[config.mk]
export PLATFORM = sky130hd
export DESIGN_NAME = swh_ctrl
export DESIGN_NICKNAME = d
export VERILOG_FILES = /design/src/hdl/swh_pkg.sv /design/src/hdl/swh_ctrl.sv
export SDC_FILE = /design/constraint.sdc
export NUM_CORES = 1
export LEC_CHECK = 0
export ABC_AREA = 1
export BUFFER_PORTS_ARGS = -buffer_cell sky130_fd_sc_hd__buf_2
export CAP_MARGIN = 20
export CORE_UTILIZATION = 56
export CTS_BUF_LIST = sky130_fd_sc_hd__clkbuf_16
export DETAILED_ROUTE_END_ITERATION = 12
export HOLD_SLACK_MARGIN = 0.08
export PLACE_DENSITY = 0.82
export SYNTH_ARGS = -nofsm -noshare
export SYNTH_HDL_FRONTEND = slang
export SYNTH_SLANG_ARGS = --single-unit
[constraint.sdc]
create_clock -name clock -period 4 [get_ports clock]
set_input_delay 0.4 -clock clock [delete_from_list [all_inputs] [get_ports clock]]
set_output_delay 0.4 -clock clock [all_outputs]
set_load 0.01 [all_outputs]
[src/hdl/swh_pkg.sv]
// ----------------------------------------------------------------------------
// swh_pkg
// Shared types and constants for the stereo widener with Haas delay.
// ----------------------------------------------------------------------------
package swh_pkg;

   localparam int DELAY_DEPTH_DEF = 4096;
   localparam int SAMPLE_BITS_DEF = 24;

   localparam int CSR_INDEX_BITS = 3;
   localparam int CSR_DATA_BITS  = 16;

   // Register reset values.
   localparam logic [15:0] WIDTH_RESET = 16'd29491;
   localparam logic [15:0] MONO_RESET  = 16'd45875;
   localparam logic [15:0] MIX_RESET   = 16'd65535;
   localparam logic [14:0] GAIN_RESET  = 15'd4096;
   localparam logic [11:0] DELAY_RESET = 12'd576;

   // ceil(2^18 / 5): floor(q * RECIP5 / 2^18) equals floor(q / 5) for q below 2^18.
   localparam logic [15:0] RECIP5 = 16'd52429;

   typedef enum logic [CSR_INDEX_BITS-1:0] {
      CSR_WIDTH = 3'd0,
      CSR_MONO  = 3'd1,
      CSR_MIX   = 3'd2,
      CSR_GAIN  = 3'd3,
      CSR_DELAY = 3'd4
   } csr_idx_type;

   // Controller to datapath: one strobe for each processing step.
   typedef struct packed {
      logic ld_in;
      logic do_prod;
      logic do_shr;
      logic do_ww;
      logic do_side;
      logic do_wetl;
      logic do_wetr;
      logic do_wr;
      logic do_rd;
      logic do_mixl;
      logic do_mixr;
      logic do_gainl;
      logic do_gainr;
      logic ld_out;
   } cmd_type;

   // Datapath to controller.
   typedef struct packed {
      logic out_free;
   } status_type;

endpackage

[src/hdl/swh_ctrl.sv]
// ----------------------------------------------------------------------------
// swh_ctrl
// Sequencer that steps the datapath through one stereo pair at a time.
// ----------------------------------------------------------------------------
module swh_ctrl (
   input  logic                clock,
   input  logic                reset,
   input  logic                req_valid,
   output logic                req_ready,
   input  swh_pkg::status_type status,
   output swh_pkg::cmd_type    cmd
);
   import swh_pkg::*;

   typedef enum logic [13:0] {
      S_IDLE  = 14'b00000000000001,
      S_PROD  = 14'b00000000000010,
      S_SHR   = 14'b00000000000100,
      S_WW    = 14'b00000000001000,
      S_SIDE  = 14'b00000000010000,
      S_WETL  = 14'b00000000100000,
      S_WETR  = 14'b00000001000000,
      S_WRITE = 14'b00000010000000,
      S_READ  = 14'b00000100000000,
      S_MIXL  = 14'b00001000000000,
      S_MIXR  = 14'b00010000000000,
      S_GAINL = 14'b00100000000000,
      S_GAINR = 14'b01000000000000,
      S_DONE  = 14'b10000000000000
   } state_type;

   state_type state_ff;
   state_type state_in;

   always_comb begin
      state_in = state_ff;
      case (state_ff)
         S_IDLE:  if (req_valid) state_in = S_PROD;
         S_PROD:  state_in = S_SHR;
         S_SHR:   state_in = S_WW;
         S_WW:    state_in = S_SIDE;
         S_SIDE:  state_in = S_WETL;
         S_WETL:  state_in = S_WETR;
         S_WETR:  state_in = S_WRITE;
         S_WRITE: state_in = S_READ;
         S_READ:  state_in = S_MIXL;
         S_MIXL:  state_in = S_MIXR;
         S_MIXR:  state_in = S_GAINL;
         S_GAINL: state_in = S_GAINR;
         S_GAINR: state_in = S_DONE;
         S_DONE:  if (status.out_free) state_in = S_IDLE;
         default: state_in = S_IDLE;
      endcase
   end

   always_ff @(posedge clock) begin
      if (reset) begin
         state_ff <= S_IDLE;
      end else begin
         state_ff <= state_in;
      end
   end

   assign req_ready = (state_ff == S_IDLE);

   always_comb begin
      cmd          = '0;
      cmd.ld_in    = (state_ff == S_IDLE) && req_valid;
      cmd.do_prod  = (state_ff == S_PROD);
      cmd.do_shr   = (state_ff == S_SHR);
      cmd.do_ww    = (state_ff == S_WW);
      cmd.do_side  = (state_ff == S_SIDE);
      cmd.do_wetl  = (state_ff == S_WETL);
      cmd.do_wetr  = (state_ff == S_WETR);
      cmd.do_wr    = (state_ff == S_WRITE);
      cmd.do_rd    = (state_ff == S_READ);
      cmd.do_mixl  = (state_ff == S_MIXL);
      cmd.do_mixr  = (state_ff == S_MIXR);
      cmd.do_gainl = (state_ff == S_GAINL);
      cmd.do_gainr = (state_ff == S_GAINR);
      cmd.ld_out   = (state_ff == S_DONE) && status.out_free;
   end

endmodule

==> flow_summary.toml <==
[run_status]
status = "complete, no violations"

[routing]
drtIter0Drc = 48
drc = 0
routed_wl_mm = 1.96
vias_per_cell = 5.05
drtPass1Iterations = 4
num_vias = 899
detail-route-antenna-nets = 0
wl_per_cell_um = 11.0

[global_route]
grt_first_pass_wirelength_mm = 2.83
antenna_found_initial = 0
grt-ovfl-total = 0
grt_pass1_vias = 686
grt_max_degree = 13
grt_usage = 0.256

[cells_and_area]
final_util = 0.756
antenna_cells = 0
reg.largest.list = "state_ff x14"
drive_above_1_share = 0.227
finalInstanceArea_um2 = 1030
synthToLayoutAreaGrowth_pct = 19.4
largest_reg_flops = 14
regMostFlops = "state_ff"
nets = 169

[setup_path]
critPathSlowestCell = "dfxtp_1"
worstSetupPathType = "reg -> out"
cp_data_required_time_ns = 3.60
crit_buf_inv = 2
r2r_start = "state_ff[3]"
startpoint = "state_ff[8]"
cp-end-kind = "primary output"
critPathLaunchType = "register"
path_max_fanout = 8
crit_chain = "nor2_1 > nand2_1 > nor2_4 > inv_2 > nor2_1 > buf_2"
crit_family = "simple AND/OR/NAND/NOR gates"
slowest_delay_ns = 0.32
crit_arrival_ns = 1.52
crit_top_cell = "nor2_1"

[timing]
setup_tns_ns = 0
fmax_mhz = 520
finalSetupViolCount = 0
slew_headroom = 0.704
period_needed_ns = 1.92
worst_pin_slew_ns = 0.443
finalCritPeriodShare = 0.481
finalHoldViolations = 0
grt_setup_unrepaired = "no"
finalClockSkew_ns = 0.00166
holdWs_ns = 0.367
drv_slew = 0

[place]
post-dp-hpwl_mm = 1.43
place.gp.congestion = 0.865
portBuffers = 18
place_area_um2 = 958

[clock_network]
cts_tree = "yes"
clk_path_buf_depth = 2
clock_sinks = 14
cts_made_buffers = 3
cts_setup_buffers = 0
cts_hold_buf = 0
cts.repair.resized = 0
cts.reportedPaths.clkPinSlew_ns = 0.04
clock_latency_ns = 0.24
cts-root-buf = "clkbuf_16"
htree_levels = 1

[worst_hold_path]
hold_path.class = "in -> reg"
min_from = "reset"

[power]
swShare = 0.223
switchingPower_mw = 0.0817
internal_power_mw = 0.285
total_power_mw = 0.367
vdd_drop_max_uv = 296
comb_power_share = 0.111
clkPwrFrac = 0.495
p_leak_nw = 0.697
pwr-share-seq = 0.394
power_density_nw_per_um2 = 355

[synthesis]
yosysTopAreaCellShare = 0.324
ys_seq_area_frac = 0.324
ys_top_cells_by_area = "dfxtp_1 32%, inv_1 15%, nand2_1 13%"
postSynthCellCount = 144
yosysTopAreaCell = "dfxtp_1"
syn_area_per_cell_um2 = 6.01
synth_cell_type_count = 18
yosysWarnings = 0
netlist_area_um2 = 866
synth_fp_nets = 148
synth_seq_cells = 14

[floorplanning]
core_um2 = 1370
rows = 13
die_h_um = 41.3
dieArea_um2 = 1710
initial_utilization = 0.634
pin_count = 19
dieWidth_um = 41.3

[job]
max_cap_viol_count = 0
[cells in the mapped netlist]
| cell type | count |
|---|---|
| nor2_2 | 4 |
| inv_2 | 2 |
| o21ai_0 | 1 |
| nor3_1 | 3 |
| buf_2 | 1 |
| nand3_2 | 4 |
| nor2_1 | 28 |
| nand2_1 | 29 |
| nand3_1 | 13 |
| buf_6 | 1 |
| nand4_1 | 1 |
| nor2_4 | 2 |
| dfxtp_1 | 14 |
| o21bai_1 | 1 |
| or2_2 | 1 |
| a21oi_1 | 1 |
| nand2_2 | 3 |
| inv_1 | 35 |
[kinds of logic (layout without fill, tap and decap cells)]
group	after synthesis	count (layout)	synth area share
and+or+nand+nor	88	88	0.477
buffers and inverters	39	58	0.179
DFF	14	14	0.324
AOI/OAI and AO/OA	3	3	0.0202
[power groups by stage]
stage	logic [mW]	clock network [mW]	registers, mW
finish	0.0408	0.182	0.144
global route	0.0454	0.189	0.145
CTS	0.0403	0.186	0.144
detailed placement	0.0401	0	0.147
global placement	0.0395	0	0.147
floorplan	0.0320	0	0.147
[path summary, 6_finish.rpt]
check                 endpoint  slack [ns]  depth (start not counted)
setup / recovery       cmd[12]        2.08                          6
hold / removal    state_ff[13]        0.37                          2
setup reg to reg   state_ff[0]        2.52                          8
hold reg to reg   state_ff[13]        0.63                          4
[final cells by class]
| cell class | instances | area, µm² |
|---|---|---|
| clock buffers | 3 | 75.1 |
| fillers | 125 | 333 |
| inverters | 37 | 139 |
| multi-input cells | 91 | 430 |
| flip-flops and latches | 14 | 280 |
| well taps | 15 | 18.8 |
| repair buffers | 18 | 90.1 |
[cells in the final DEF, fill, tap and decap left out]
master	instances
dfxtp_1	14
clkbuf_16	3
inv_2	2
nor2_2	4
nand2_2	3
o21ai_0	1
nand3_1	13
nand3_2	4
buf_2	18
nand2_1	29
a21oi_1	1
nand4_1	1
or2_2	1
nor2_4	2
nor3_1	3
nor2_1	28
o21bai_1	1
inv_1	35
[stage by stage]
step | worst slack, ns | cells
3_3_place_gp | 2.44 | 175
2_1_floorplan | 2.53 | 144
6_report | 2.08 | 178
5_1_grt | 2.00 | 178
3_5_place_dp | 2.38 | 175
4_1_cts | 2.11 | 178
[metal layers]
metal / track usage / vias up / wire, µm / part of all wire
met2: 0.422 / 48 / 936 / 0.48
met5: 0 / - / 0 / 0
met3: 0.0479 / 4 / 130 / 0.066
met1: 0.321 / 384 / 868 / 0.44
met4: 0.121 / 0 / 26 / 0.013
li1: - / 463 / - / -
Power figures use the tool's default switching activity.
